## config.mk

```make
export PLATFORM = sky130hd
export DESIGN_NAME = ymodem_packet_receiver
export DESIGN_NICKNAME = d
export VERILOG_FILES = /design/src/sv/ymr_pkg.sv /design/src/sv/ymodem_packet_receiver.sv /design/src/sv/ymr_crc.sv
export VERILOG_INCLUDE_DIRS = /design/src /design/src/sv
export SDC_FILE = /design/constraint.sdc
export NUM_CORES = 2
export LEC_CHECK = 0
export BUFFER_PORTS_ARGS = -buffer_cell sky130_fd_sc_hd__buf_2
export CAP_MARGIN = 5
export CORE_MARGIN = 3
export CORE_UTILIZATION = 35
export DETAILED_ROUTE_END_ITERATION = 10
export GPL_TIMING_DRIVEN = 0
export HOLD_SLACK_MARGIN = 0.08
export SYNTH_ARGS = -nofsm -noshare
export SYNTH_HDL_FRONTEND = slang
export SYNTH_SLANG_ARGS = --single-unit
```

## constraint.sdc

```tcl
create_clock -name clk -period 8 [get_ports clk]
set_input_delay 0.4 -clock clk [delete_from_list [all_inputs] [get_ports clk]]
set_output_delay 0.4 -clock clk [all_outputs]
set_load 0.1 [all_outputs]
```

## src/sv/ymodem_packet_receiver_macros.svh

```systemverilog
// Assertion helpers included by the receiver's top-level RTL file.
`ifndef YMODEM_PACKET_RECEIVER_MACROS_SVH
`define YMODEM_PACKET_RECEIVER_MACROS_SVH

// Same-cycle implication, checked outside reset.
`define YMR_ASSERT_IMPL(label, ante, cons, msg) \
    label: assert property (@(posedge clk) disable iff (!rst_n) (ante) |-> (cons)) \
        else $error(msg);

// Next-cycle implication, checked outside reset.
`define YMR_ASSERT_NEXT(label, ante, cons, msg) \
    label: assert property (@(posedge clk) disable iff (!rst_n) (ante) |=> (cons)) \
        else $error(msg);

`endif

```

## src/sv/ymr_pkg.sv

```systemverilog
package ymr_pkg;

    localparam int unsigned PAYLOAD_BYTES_DEF = 128;
    localparam int unsigned BC_W              = 17;
    localparam int unsigned SIZE_W            = 25;

    localparam logic [15:0] CRC_POLY  = 16'h1021;
    localparam logic [7:0]  BYTE_SOH  = 8'h01;
    localparam logic [7:0]  BYTE_EOT  = 8'h04;
    localparam logic [7:0]  BYTE_ACK  = 8'h06;
    localparam logic [7:0]  BYTE_NAK  = 8'h15;
    localparam logic [7:0]  CHAR_C    = 8'h43;
    localparam logic [31:0] DONE_FLAG = 32'hAAAA_AAAA;

    localparam logic [1:0] ACT_TX    = 2'd0;
    localparam logic [1:0] ACT_ERASE = 2'd1;
    localparam logic [1:0] ACT_PROG  = 2'd2;
    localparam logic [1:0] ACT_RESET = 2'd3;

    localparam logic [1:0] PH_START = 2'd0;
    localparam logic [1:0] PH_DATA  = 2'd1;
    localparam logic [1:0] PH_EOT2  = 2'd2;
    localparam logic [1:0] PH_END   = 2'd3;

    localparam logic [1:0] REG_BASE   = 2'd0;
    localparam logic [1:0] REG_SIZE   = 2'd1;
    localparam logic [1:0] REG_SECTOR = 2'd2;

    // Fixed result sequences that do not read the payload memory.
    localparam logic [2:0] PLAN_POLL  = 3'd0;
    localparam logic [2:0] PLAN_START = 3'd1;
    localparam logic [2:0] PLAN_END   = 3'd2;
    localparam logic [2:0] PLAN_NAK   = 3'd3;
    localparam logic [2:0] PLAN_EOT2  = 3'd4;
    localparam logic [2:0] PLAN_ACK   = 3'd5;

    typedef struct packed {
        logic clear;
        logic load;
        logic shift;
    } crc_ctrl_t;

    typedef struct packed {
        logic [1:0] action;
        logic [7:0] tx_byte;
        logic       last;
    } plan_res_t;

    function automatic plan_res_t plan_entry(input logic [2:0] plan, input logic [1:0] step);
        plan_res_t r;
        r = '{ACT_TX, BYTE_ACK, 1'b1};
        unique case (plan)
            PLAN_POLL: r = '{ACT_TX, CHAR_C, 1'b1};
            PLAN_START:
            begin
                if (step == 2'd0)
                    r = '{ACT_ERASE, 8'h00, 1'b0};
                else if (step == 2'd1)
                    r = '{ACT_TX, BYTE_ACK, 1'b0};
                else
                    r = '{ACT_TX, CHAR_C, 1'b1};
            end
            PLAN_END:
            begin
                if (step == 2'd0)
                    r = '{ACT_PROG, 8'h00, 1'b0};
                else if (step == 2'd1)
                    r = '{ACT_TX, BYTE_ACK, 1'b0};
                else
                    r = '{ACT_RESET, 8'h00, 1'b1};
            end
            PLAN_NAK: r = '{ACT_TX, BYTE_NAK, 1'b1};
            PLAN_EOT2:
            begin
                if (step == 2'd0)
                    r = '{ACT_TX, BYTE_ACK, 1'b0};
                else
                    r = '{ACT_TX, CHAR_C, 1'b1};
            end
            default: r = '{ACT_TX, BYTE_ACK, 1'b1};
        endcase
        return r;
    endfunction

endpackage

```

## src/sv/ymodem_packet_receiver.sv

```systemverilog
// YMODEM receiver for 128-byte SOH blocks with CRC-16: takes UART bytes (frame_end marks
// the last byte of a frame) and poll ticks, and issues transmit, sector erase, flash
// program and reset requests. A poll answered with 'C' passes the emit state; a payload
// byte passes the CRC state, where the bit-serial CRC unit runs one polynomial step per
// cycle. A frame end passes a decision state, after which fixed results are issued one per
// cycle while the output is not stalled; each of the 32 flash words of a data block passes
// a read and an output state, as the payload memory has a single read port. The input is
// stalled until the last result of an item is in the output register. The user must write
// configuration over the APB port only while the block is idle; the block does not enforce it.
module ymodem_packet_receiver #(
    parameter int unsigned PAYLOAD_BYTES = ymr_pkg::PAYLOAD_BYTES_DEF
) (
    input  logic        clk,
    input  logic        rst_n,

    input  logic        in_valid,
    output logic        in_stall,
    input  logic        command,
    input  logic [7:0]  rx_byte,
    input  logic        frame_end,

    output logic        out_valid,
    input  logic        out_stall,
    output logic [1:0]  action,
    output logic [7:0]  tx_byte,
    output logic [31:0] flash_address,
    output logic [31:0] flash_word,
    output logic        last,

    input  logic        psel,
    input  logic        penable,
    input  logic        pwrite,
    input  logic [3:0]  paddr,
    input  logic [31:0] pwdata,
    output logic [31:0] prdata,
    output logic        pready
);

`include "ymodem_packet_receiver_macros.svh"

    localparam int unsigned WORDS     = PAYLOAD_BYTES / 4;
    localparam int unsigned WIDX_W    = $clog2(WORDS);
    localparam int unsigned PIDX_W    = $clog2(PAYLOAD_BYTES);
    localparam int unsigned BLK_SHIFT = $clog2(PAYLOAD_BYTES);
    localparam int unsigned BC_W      = ymr_pkg::BC_W;
    localparam int unsigned SIZE_W    = ymr_pkg::SIZE_W;
    localparam int unsigned END_W     = BC_W + BLK_SHIFT;
    localparam int unsigned CMP_W     = (END_W > SIZE_W) ? END_W : SIZE_W;

    localparam logic [7:0] POS_PAY_LO = 8'd3;
    localparam logic [7:0] POS_CRC_HI = 8'(PAYLOAD_BYTES + 3);
    localparam logic [7:0] POS_CRC_LO = 8'(PAYLOAD_BYTES + 4);
    localparam logic [7:0] LEN_FULL   = 8'(PAYLOAD_BYTES + 5);

    localparam logic [2:0] S_IDLE    = 3'd0;
    localparam logic [2:0] S_CRC     = 3'd1;
    localparam logic [2:0] S_DECIDE  = 3'd2;
    localparam logic [2:0] S_EMIT    = 3'd3;
    localparam logic [2:0] S_WRD_RD  = 3'd4;
    localparam logic [2:0] S_WRD_OUT = 3'd5;

    // Configuration registers.
    logic [31:0]       base_reg;
    logic [SIZE_W-1:0] size_reg;
    logic [7:0]        sector_reg;

    // Control state.
    logic [2:0]        state_reg, state_next;
    logic [1:0]        phase_reg, phase_next;
    logic [BC_W-1:0]   bc_reg, bc_next;
    logic [7:0]        pos_reg, pos_next;
    logic [23:0]       hdr_reg, hdr_next;
    logic [15:0]       rcrc_reg, rcrc_next;
    logic              len_ok_reg, len_ok_next;
    logic              fend_reg, fend_next;
    logic [2:0]        bit_cnt_reg, bit_cnt_next;
    logic [2:0]        plan_reg, plan_next;
    logic [1:0]        step_reg, step_next;
    logic [WIDX_W-1:0] widx_reg, widx_next;
    logic [31:0]       addr_reg, addr_next;
    logic              out_valid_reg, out_valid_next;

    // Result register and payload path.
    logic [1:0]        out_action_reg;
    logic [7:0]        out_tx_reg;
    logic [31:0]       out_addr_reg;
    logic [31:0]       out_word_reg;
    logic              out_last_reg;
    logic              out_load;
    logic [1:0]        ld_action;
    logic [7:0]        ld_tx;
    logic [31:0]       ld_addr;
    logic [31:0]       ld_word;
    logic              ld_last;

    logic [31:0]       acc_reg;
    logic [31:0]       rd_reg;
    logic [31:0]       mem [WORDS];

    logic              in_accept;
    logic              byte_acc;
    logic              is_pay;
    logic              out_free;
    logic [7:0]        pos_inc;
    logic [PIDX_W-1:0] pidx;
    logic [15:0]       crc_val;
    ymr_pkg::crc_ctrl_t crc_ctrl;
    ymr_pkg::plan_res_t res;

    logic [7:0]        hdr_first;
    logic [7:0]        hdr_seq;
    logic [7:0]        hdr_cmp;
    logic              soh_ok;
    logic              in_range;
    logic [END_W-1:0]  blk_end;
    logic [BC_W-1:0]   bc_prev;
    logic [31:0]       blk_off;

    assign in_accept = in_valid && (state_reg == S_IDLE);
    assign in_stall  = (state_reg != S_IDLE);
    assign byte_acc  = in_accept && !command;
    assign is_pay    = (pos_reg >= POS_PAY_LO) && (pos_reg < POS_CRC_HI);
    assign pos_inc   = (pos_reg != 8'hFF) ? (pos_reg + 8'd1) : pos_reg;
    assign pidx      = PIDX_W'(pos_reg - POS_PAY_LO);
    assign out_free  = !out_valid_reg || !out_stall;

    assign crc_ctrl.clear = byte_acc && (pos_reg == 8'd0);
    assign crc_ctrl.load  = byte_acc && is_pay;
    assign crc_ctrl.shift = (state_reg == S_CRC);

    ymr_crc u_crc (
        .clk   (clk),
        .rst_n (rst_n),
        .ctrl  (crc_ctrl),
        .data  (rx_byte),
        .crc   (crc_val)
    );

    assign hdr_first = hdr_reg[23:16];
    assign hdr_seq   = hdr_reg[15:8];
    assign hdr_cmp   = hdr_reg[7:0];
    assign soh_ok    = len_ok_reg && (crc_val == rcrc_reg) && (hdr_cmp == ~hdr_seq);
    assign blk_end   = {bc_reg, {BLK_SHIFT{1'b0}}};
    assign in_range  = (bc_reg != '0) && (CMP_W'(blk_end) <= CMP_W'(size_reg));
    assign bc_prev   = bc_reg - BC_W'(1);
    assign blk_off   = 32'({bc_prev, {BLK_SHIFT{1'b0}}});

    assign res = ymr_pkg::plan_entry(plan_reg, step_reg);

    always_comb
    begin
        state_next     = state_reg;
        phase_next     = phase_reg;
        bc_next        = bc_reg;
        pos_next       = pos_reg;
        hdr_next       = hdr_reg;
        rcrc_next      = rcrc_reg;
        len_ok_next    = len_ok_reg;
        fend_next      = fend_reg;
        bit_cnt_next   = bit_cnt_reg;
        plan_next      = plan_reg;
        step_next      = step_reg;
        widx_next      = widx_reg;
        addr_next      = addr_reg;
        out_valid_next = out_valid_reg && out_stall;
        out_load       = 1'b0;
        ld_action      = ymr_pkg::ACT_TX;
        ld_tx          = 8'h00;
        ld_addr        = 32'h0000_0000;
        ld_word        = 32'h0000_0000;
        ld_last        = 1'b0;

        unique case (state_reg)
            S_IDLE:
            begin
                if (in_accept)
                begin
                    if (command)
                    begin
                        if (phase_reg == ymr_pkg::PH_START)
                        begin
                            plan_next  = ymr_pkg::PLAN_POLL;
                            step_next  = 2'd0;
                            state_next = S_EMIT;
                        end
                    end
                    else
                    begin
                        if (pos_reg == 8'd0)
                        begin
                            hdr_next  = {rx_byte, 16'h0000};
                            rcrc_next = 16'h0000;
                        end
                        else if (pos_reg == 8'd1)
                            hdr_next[15:8] = rx_byte;
                        else if (pos_reg == 8'd2)
                            hdr_next[7:0] = rx_byte;
                        else if (pos_reg == POS_CRC_HI)
                            rcrc_next = {rx_byte, 8'h00};
                        else if (pos_reg == POS_CRC_LO)
                            rcrc_next[7:0] = rx_byte;

                        pos_next    = frame_end ? 8'd0 : pos_inc;
                        len_ok_next = (pos_inc >= LEN_FULL);
                        fend_next   = frame_end;
                        if (is_pay)
                        begin
                            bit_cnt_next = 3'd0;
                            state_next   = S_CRC;
                        end
                        else if (frame_end)
                            state_next = S_DECIDE;
                    end
                end
            end

            S_CRC:
            begin
                bit_cnt_next = bit_cnt_reg + 3'd1;
                if (bit_cnt_reg == 3'd7)
                    state_next = fend_reg ? S_DECIDE : S_IDLE;
            end

            S_DECIDE:
            begin
                state_next = S_IDLE;
                step_next  = 2'd0;
                if (hdr_first == ymr_pkg::BYTE_SOH)
                begin
                    if (soh_ok)
                    begin
                        if ((phase_reg == ymr_pkg::PH_START) && (hdr_seq == 8'h00))
                        begin
                            phase_next = ymr_pkg::PH_DATA;
                            bc_next    = BC_W'(1);
                            plan_next  = ymr_pkg::PLAN_START;
                            state_next = S_EMIT;
                        end
                        else if ((phase_reg == ymr_pkg::PH_END) && (hdr_seq == 8'h00))
                        begin
                            phase_next = ymr_pkg::PH_START;
                            addr_next  = base_reg + 32'(size_reg) - 32'd4;
                            plan_next  = ymr_pkg::PLAN_END;
                            state_next = S_EMIT;
                        end
                        else if ((phase_reg == ymr_pkg::PH_DATA) && (hdr_seq == bc_reg[7:0]))
                        begin
                            bc_next = bc_reg + BC_W'(1);
                            if (in_range)
                            begin
                                addr_next  = base_reg + blk_off;
                                widx_next  = '0;
                                state_next = S_WRD_RD;
                            end
                            else
                            begin
                                plan_next  = ymr_pkg::PLAN_ACK;
                                state_next = S_EMIT;
                            end
                        end
                    end
                end
                else if (hdr_first == ymr_pkg::BYTE_EOT)
                begin
                    if (phase_reg == ymr_pkg::PH_DATA)
                    begin
                        phase_next = ymr_pkg::PH_EOT2;
                        plan_next  = ymr_pkg::PLAN_NAK;
                        state_next = S_EMIT;
                    end
                    else if (phase_reg == ymr_pkg::PH_EOT2)
                    begin
                        phase_next = ymr_pkg::PH_END;
                        plan_next  = ymr_pkg::PLAN_EOT2;
                        state_next = S_EMIT;
                    end
                end
            end

            S_EMIT:
            begin
                if (out_free)
                begin
                    out_load       = 1'b1;
                    out_valid_next = 1'b1;
                    ld_action      = res.action;
                    ld_tx          = res.tx_byte;
                    ld_last        = res.last;
                    if (res.action == ymr_pkg::ACT_ERASE)
                    begin
                        ld_addr = base_reg;
                        ld_word = 32'(sector_reg);
                    end
                    else if (res.action == ymr_pkg::ACT_PROG)
                    begin
                        ld_addr = addr_reg;
                        ld_word = ymr_pkg::DONE_FLAG;
                    end
                    step_next = step_reg + 2'd1;
                    if (res.last)
                        state_next = S_IDLE;
                end
            end

            S_WRD_RD:
                state_next = S_WRD_OUT;

            S_WRD_OUT:
            begin
                if (out_free)
                begin
                    out_load       = 1'b1;
                    out_valid_next = 1'b1;
                    ld_action      = ymr_pkg::ACT_PROG;
                    ld_addr        = addr_reg;
                    ld_word        = rd_reg;
                    addr_next      = addr_reg + 32'd4;
                    widx_next      = widx_reg + WIDX_W'(1);
                    if (widx_reg == WIDX_W'(WORDS - 1))
                    begin
                        plan_next  = ymr_pkg::PLAN_ACK;
                        step_next  = 2'd0;
                        state_next = S_EMIT;
                    end
                    else
                        state_next = S_WRD_RD;
                end
            end

            default:
                state_next = S_IDLE;
        endcase
    end

    always_ff @(posedge clk or negedge rst_n)
    begin
        if (!rst_n)
        begin
            state_reg     <= S_IDLE;
            phase_reg     <= ymr_pkg::PH_START;
            bc_reg        <= '0;
            pos_reg       <= 8'd0;
            hdr_reg       <= 24'h00_0000;
            rcrc_reg      <= 16'h0000;
            len_ok_reg    <= 1'b0;
            fend_reg      <= 1'b0;
            bit_cnt_reg   <= 3'd0;
            plan_reg      <= ymr_pkg::PLAN_POLL;
            step_reg      <= 2'd0;
            widx_reg      <= '0;
            addr_reg      <= 32'h0000_0000;
            out_valid_reg <= 1'b0;
        end
        else
        begin
            state_reg     <= state_next;
            phase_reg     <= phase_next;
            bc_reg        <= bc_next;
            pos_reg       <= pos_next;
            hdr_reg       <= hdr_next;
            rcrc_reg      <= rcrc_next;
            len_ok_reg    <= len_ok_next;
            fend_reg      <= fend_next;
            bit_cnt_reg   <= bit_cnt_next;
            plan_reg      <= plan_next;
            step_reg      <= step_next;
            widx_reg      <= widx_next;
            addr_reg      <= addr_next;
            out_valid_reg <= out_valid_next;
        end
    end

    always_ff @(posedge clk)
    begin
        if (out_load)
        begin
            out_action_reg <= ld_action;
            out_tx_reg     <= ld_tx;
            out_addr_reg   <= ld_addr;
            out_word_reg   <= ld_word;
            out_last_reg   <= ld_last;
        end
    end

    // Payload bytes are packed little-endian and written as one word per four bytes.
    always_ff @(posedge clk)
    begin
        if (byte_acc && is_pay)
        begin
            acc_reg <= {rx_byte, acc_reg[31:8]};
            if (pidx[1:0] == 2'b11)
                mem[pidx[PIDX_W-1:2]] <= {rx_byte, acc_reg[31:8]};
        end
        if (state_reg == S_WRD_RD)
            rd_reg <= mem[widx_reg];
    end

    always_ff @(posedge clk or negedge rst_n)
    begin
        if (!rst_n)
        begin
            base_reg   <= 32'h0000_0000;
            size_reg   <= SIZE_W'(131072);
            sector_reg <= 8'h00;
        end
        else if (psel && penable && pwrite)
        begin
            unique case (paddr[3:2])
                ymr_pkg::REG_BASE:   base_reg   <= pwdata;
                ymr_pkg::REG_SIZE:   size_reg   <= pwdata[SIZE_W-1:0];
                ymr_pkg::REG_SECTOR: sector_reg <= pwdata[7:0];
                default: ;
            endcase
        end
    end

    always_comb
    begin
        unique case (paddr[3:2])
            ymr_pkg::REG_BASE:   prdata = base_reg;
            ymr_pkg::REG_SIZE:   prdata = 32'(size_reg);
            ymr_pkg::REG_SECTOR: prdata = 32'(sector_reg);
            default:             prdata = 32'h0000_0000;
        endcase
    end

    assign pready        = 1'b1;
    assign out_valid     = out_valid_reg;
    assign action        = out_action_reg;
    assign tx_byte       = out_tx_reg;
    assign flash_address = out_addr_reg;
    assign flash_word    = out_word_reg;
    assign last          = out_last_reg;

    `YMR_ASSERT_IMPL(a_phase_only_on_frame, phase_reg != $past(phase_reg), $past(state_reg) == S_DECIDE, "protocol phase changed outside a frame decision")
    `YMR_ASSERT_IMPL(a_count_only_on_frame, bc_reg != $past(bc_reg), $past(state_reg) == S_DECIDE, "block count changed outside a frame decision")
    `YMR_ASSERT_NEXT(a_word_is_program, (state_reg == S_WRD_OUT) && out_free, out_valid_reg && (out_action_reg == ymr_pkg::ACT_PROG) && !out_last_reg, "data word result is not a non-final program request")

endmodule

```

## src/sv/ymr_crc.sv

```systemverilog
module ymr_crc (
    input  logic              clk,
    input  logic              rst_n,
    input  ymr_pkg::crc_ctrl_t ctrl,
    input  logic [7:0]        data,
    output logic [15:0]       crc
);

    logic [15:0] crc_reg;
    logic [15:0] crc_next;

    // One polynomial step per shift cycle; eight shifts complete a byte.
    always_comb
    begin
        crc_next = crc_reg;
        if (ctrl.clear)
            crc_next = 16'h0000;
        else if (ctrl.load)
            crc_next = crc_reg ^ {data, 8'h00};
        else if (ctrl.shift)
        begin
            if (crc_reg[15])
                crc_next = {crc_reg[14:0], 1'b0} ^ ymr_pkg::CRC_POLY;
            else
                crc_next = {crc_reg[14:0], 1'b0};
        end
    end

    always_ff @(posedge clk or negedge rst_n)
    begin
        if (!rst_n)
            crc_reg <= 16'h0000;
        else
            crc_reg <= crc_next;
    end

    assign crc = crc_reg;

endmodule

```

; ---- Word level (Yosys, flattened, before mapping)
; Memories as Yosys holds them, arrays and structs flattened. A register that Yosys moved wholly into a read port is not among the register bits.
; Cells that the tools add are included.
[word_totals]
word_cells = 281
out_inout_bits = 110
in_bits = 53
ramBits = 1024
mem_count = 1
regBits = 306
[memory_table]
columns = name, words, width, rd, rd_ports_with_merged_regs, wr, line_no
row1 = mem, 32, 32, 1, 1, 1, ymodem_packet_receiver.sv:98  ; logic [31:0] mem [WORDS];
[classes]
muxes = 116
magnitude_cmp = 4
bitwise_logic = 4
eq_ne = 60
reduce_logical = 58
addsub = 11
[op_table]
columns = op, n
row1 = $mux 32, 15
row2 = $pmux 32 s2, 3
row3 = $mux 16, 7
row4 = $mux 3, 33
row5 = $pmux 32 s3, 1
row6 = $mux 8, 10
row7 = $pmux 11 s5, 1
row8 = $mux 17, 3
row9 = $mux 2, 19
row10 = $ne 2x2->1 const B, 18
row11 = $mux 5, 7
row12 = $add 32x24->32, 1
row13 = $add 32x25->32, 1
row14 = $add 32x3->32 const B, 1
row15 = $sub 32x3->32 const B, 1
row16 = $le 24x25->1, 1
row17 = $mux 11, 2
row18 = $reduce_and 7->1, 3
row19 = $pmux 3 s6, 1
row20 = $add 17x1->17 const B, 1
row21 = $reduce_bool 17->1, 1
row22 = $sub 17x1->17 const B, 1
row23 = $eq 16x16->1, 1
row24 = $eq 8x1->1 const B, 2
row25 = 54 further kinds, 119

; ---- Longest topological paths before layout
[depth]
word_depth = 9
mapped_depth = 17
ltp_nobuf = 15

; ---- Modules after synthesis
; From an unflattened synthesis, not the netlist that was laid out.
[hier_totals]
cells_unflattened = 4048
area_unflattened_um2 = 58563.7
[by_module_without_submodules]
columns = mod, seq_area_each_um2, cells_per_inst, n_inst, area_each_um2
row1 = ymodem_packet_receiver, 39173.8, 3967, 1, 57740.4
row2 = ymr_crc, 400.4, 81, 1, 823.3

; ---- Worst setup path after synthesis
; Ideal clock, no wire load.
[synth_timing]
path_kind = reg-to-reg
startpoint = register pos_reg[0]
endpoint = memory mem[4][0] (enable)
t_arrival_ns = 4.068
path_stages_with_launch = 12
setup_slack_ns = 3.511
setup_ns = 0.421
path_buffers = 1
synth_period_minus_slack_ns = 4.489
required_time_ns = 7.579
path_cell_list = dfrtp_1 -> ha_1 -> clkbuf_1 -> nor3_1 -> nand2_1 -> xnor2_1 -> nand2_1 -> inv_1 -> nand2_1 -> nor2_1 -> nand3_1 -> nor2_1
[synth_lines]
columns = item, line_no
row1 = "start, declared", ymodem_packet_receiver.sv:71  ; logic [7:0] pos_reg, pos_next;
row2 = "start signal, assigned", ymodem_packet_receiver.sv:359  ; pos_reg <= pos_next;
row3 = "end, declared", ymodem_packet_receiver.sv:98

==> impl_metrics.toml <==
[run_status]
status = "completed"

[sta]
setup_slack_ns = 2.663
fin_crit_ns = 5.337
worst_pin_slew_ns = 1.336
rsz0062_at_grt = "no"
maxSlewHeadroom = 0.1095
hold_viol_final = 0
tns_ns = 0
fin_crit_sh = 0.6671
hold_slack_ns = 0.1308
final_max_slew_viol_count = 0
setup_violations = 0
timing.fmax_mhz = 187.4
skew_ns = 0.03119

[setup_path]
r2r_end = "rd_reg[23]$_DFFE_PP_"
worstRegToRegCells = 10
cp_common_cell = "clkbuf_1"
cp_slowest_stage_delay_ns = 0.86
cp_cell_sequence = "clkbuf_1, clkbuf_1, clkbuf_1, buf_1, mux2i_1, o21ai_0, nand2_1, nand2_1, o221ai_1, o21ai_0"
critPathRequiredTime_ns = 8.42
r2r_setup_slack_ns = 2.66
cp.arrival_ns = 5.76
crit_fanout = 10
reg2reg_from = "widx_reg[0]$_DFFE_PN0P_"
critPathTopFamily = "buffers and inverters"
cp-start-kind = "flip-flop"
crit_type = "flip-flop to flip-flop"
critPathCaptureType = "flip-flop"
critPathBufInv = 4
crit_slowest_cell = "o21ai_0"

[logic_synthesis]
synth_edf_count = 1152
synthSimpleGateAreaFrac = 0.06541
synth_seq_cells = 1351
synth_compound_area_frac = 0.08956
yosys_warnings = 0
yosysUniqueCellTypes = 72
synth_area_leaders = "edfxtp_1, dfrtp_1, mux4_2"
synth-xor-area-share = 0.01688
ys.flop_type = "edfxtp_1"
synth_area_mm2 = 0.05863
seq_area_frac_synth = 0.6750
synth_top_family_by_area = "multiplexers"
synth.most_common_cell = "edfxtp_1"
synth_top_cells_by_count = "edfxtp_1, nand2_1, o21ai_0, mux2i_1, a21oi_1"
synthCells = 4074
synthMuxAreaShare = 0.1043
synthAdderAreaFrac = 0.02501
syn_area_per_cell_um2 = 14.39
synth_top_area_frac = 0.5900
async_reset_ff_frac = 0.1473
synth_top_area_cell = "edfxtp_1"

[cells_and_area]
area_growth_pct = 15.92
largest_reg_flops = 1024
multiInputGateArea_mm2 = 0.01795
finalInstanceArea_mm2 = 0.06796
drive_gt1_frac = 0.1441
ff_latch_area_mm2 = 0.03957
fillers = 15180
finalNetCount = 4617
fin_util = 0.4101

[clock_tree]
cts_sinks = 1351
cts.path.max_buffers = 3
cts-resized-gates = 0
htreeDepth = 4
clock_latency_ns = 0.79
cts_tree = "built"
postCtsSetupBuffers = 0
root_buffer = "clkbuf_16"
cts-buffers-inserted = 140
path_clk_slew_ns = 0.06

[power_and_ir_drop]
powerDensity_mw_per_mm2 = 265.1
ir_drop_mv = 0.2150
p_leak_nw = 22.61

[floorplan]
row_count = 149
die_h_um = 415.3
floorplan.initialDensity = 0.3538
dieArea_mm2 = 0.1725
die_w_um = 415.3
core_mm2 = 0.1657
io_pins = 163

[global_route]
antenna_found_initial = 9
grt_pass1_wl_mm = 256.1
grt_pass1_vias = 36760
grt_max_degree = 84
grt-ovfl-total = 0
grt.total_usage = 0.2029

[detailed_routing]
route.detailed.drc = 0
drtPass1Iterations = 6
wirelength_mm = 178.3
ant_nets = 0
vias = 37160
post_drt_wl_per_cell_um = 26.41
via_per_inst = 5.503
drtIter0Drc = 3632

[worst_hold_path]
min_delay_path_depth = 5
min_to = "state_reg[0]$_DFFE_PN0P_"
min_from = "command"
hold_class = "primary input to flip-flop"

[placed_design]
gp_congestion = 0.9046
place_area_mm2 = 0.06321
pre_cts_slack_ns = 2.193
port_buffers = 154
dp_hpwl_mm = 126.5

[flow_run]
cap_violations = 0
==> worst reg2reg max path: stages, from the launching register on <==
cell and delay (ns):
dfrtp_1 0.35, clkbuf_1 0.73, clkbuf_1 0.66, clkbuf_1 0.67, buf_1 0.79, mux2i_1 0.17
o21ai_0 0.38, nand2_1 0.10, nand2_1 0.09, o221ai_1 0.18, o21ai_0 0.86
==> area by class of cell <==
cell class                      count  area share
Buffer                            225     0.01281
Sequential cell                  1351      0.5823
Inverter                          139    0.007677
Clock inverter                     80    0.009389
Multi-Input combinational cell   2361      0.2641
Timing Repair Buffer              230     0.02883
Antenna cell                        4   0.0001473
Tap cell                         2189     0.04030
Clock buffer                      174     0.05449
==> cells by family (layout without fill, tap and decap cells) <==
logic type / after synthesis / count (layout)
mux: 440 / 440
compound gates: 849 / 849
buf+inv: 364 / 848
simple gates: 839 / 839
other cells: 2 / 8
flops: 1351 / 1351
fa+ha+maj: 116 / 116
xor+xnor: 113 / 113
==> placed cells by master, fill, tap and decap left out, drive strengths merged, types with 13 or more instances in the layout <==
cell type / instances
a21o: 35
a21oi: 210
a221oi: 13
a22o: 38
a31oi: 30
and2: 14
and3: 42
buf: 232
clkbuf: 363
clkinv: 67
dfrtp: 198
dlygate4sd3: 34
edfxtp: 1152
ha: 114
inv: 146
mux2: 88
mux2i: 224
mux4: 128
nand2: 371
nand3: 67
nand4: 26
nor2: 181
nor2b: 23
nor3: 46
nor3b: 16
nor4: 13
o21ai: 299
o221ai: 98
o22ai: 42
xnor2: 73
xor2: 40
==> timing repair <==
item	CTS	global route
endpoints found under the setup margin	0	0
endpoints found under the hold margin	182	0
hold buffers	34	0
==> report_power, final <==
part | switching (mW) | leakage, nW | internal (mW)
logic | 2.39 | 7.60 | 1.01
clock network | 2.79 | 2.13 | 3.50
registers | 0.331 | 12.9 | 7.99
==> worst max path at each step <==
stage                                       start  cells after the start  slack, ns              endpoint
after floorplan            pos_reg[0]$_DFFE_PN0P_                     11       3.51   mem[4][0]$_DFFE_PP_
after global placement     pos_reg[0]$_DFFE_PN0P_                     10     -0.004   mem[1][8]$_DFFE_PP_
after detailed placement  widx_reg[0]$_DFFE_PN0P_                     10       2.19  rd_reg[23]$_DFFE_PP_
after CTS                 widx_reg[0]$_DFFE_PN0P_                     10       2.18  rd_reg[23]$_DFFE_PP_
after global routing      widx_reg[0]$_DFFE_PN0P_                     10       2.51  rd_reg[23]$_DFFE_PP_
final                     widx_reg[0]$_DFFE_PN0P_                     10       2.66  rd_reg[23]$_DFFE_PP_
==> per-layer routing <==
metal  GRT usage  up-vias  wire (µm)
met4     0.08059        0       7246
li1            -    16390          -
met2      0.3424     1451      87610
met3     0.03303      318      11530
met5           0        -          0
met1      0.2613    19000      71930
==> per-stage QoR <==
step,power (mW),instances
floorplan,10.84,4076
global placement,11.73,6419
detailed placement,11.82,6456
CTS,18.09,6744
global route,18.74,6750
finish,18.02,6753
No activity file was read; power rests on OpenSTA's default activity.
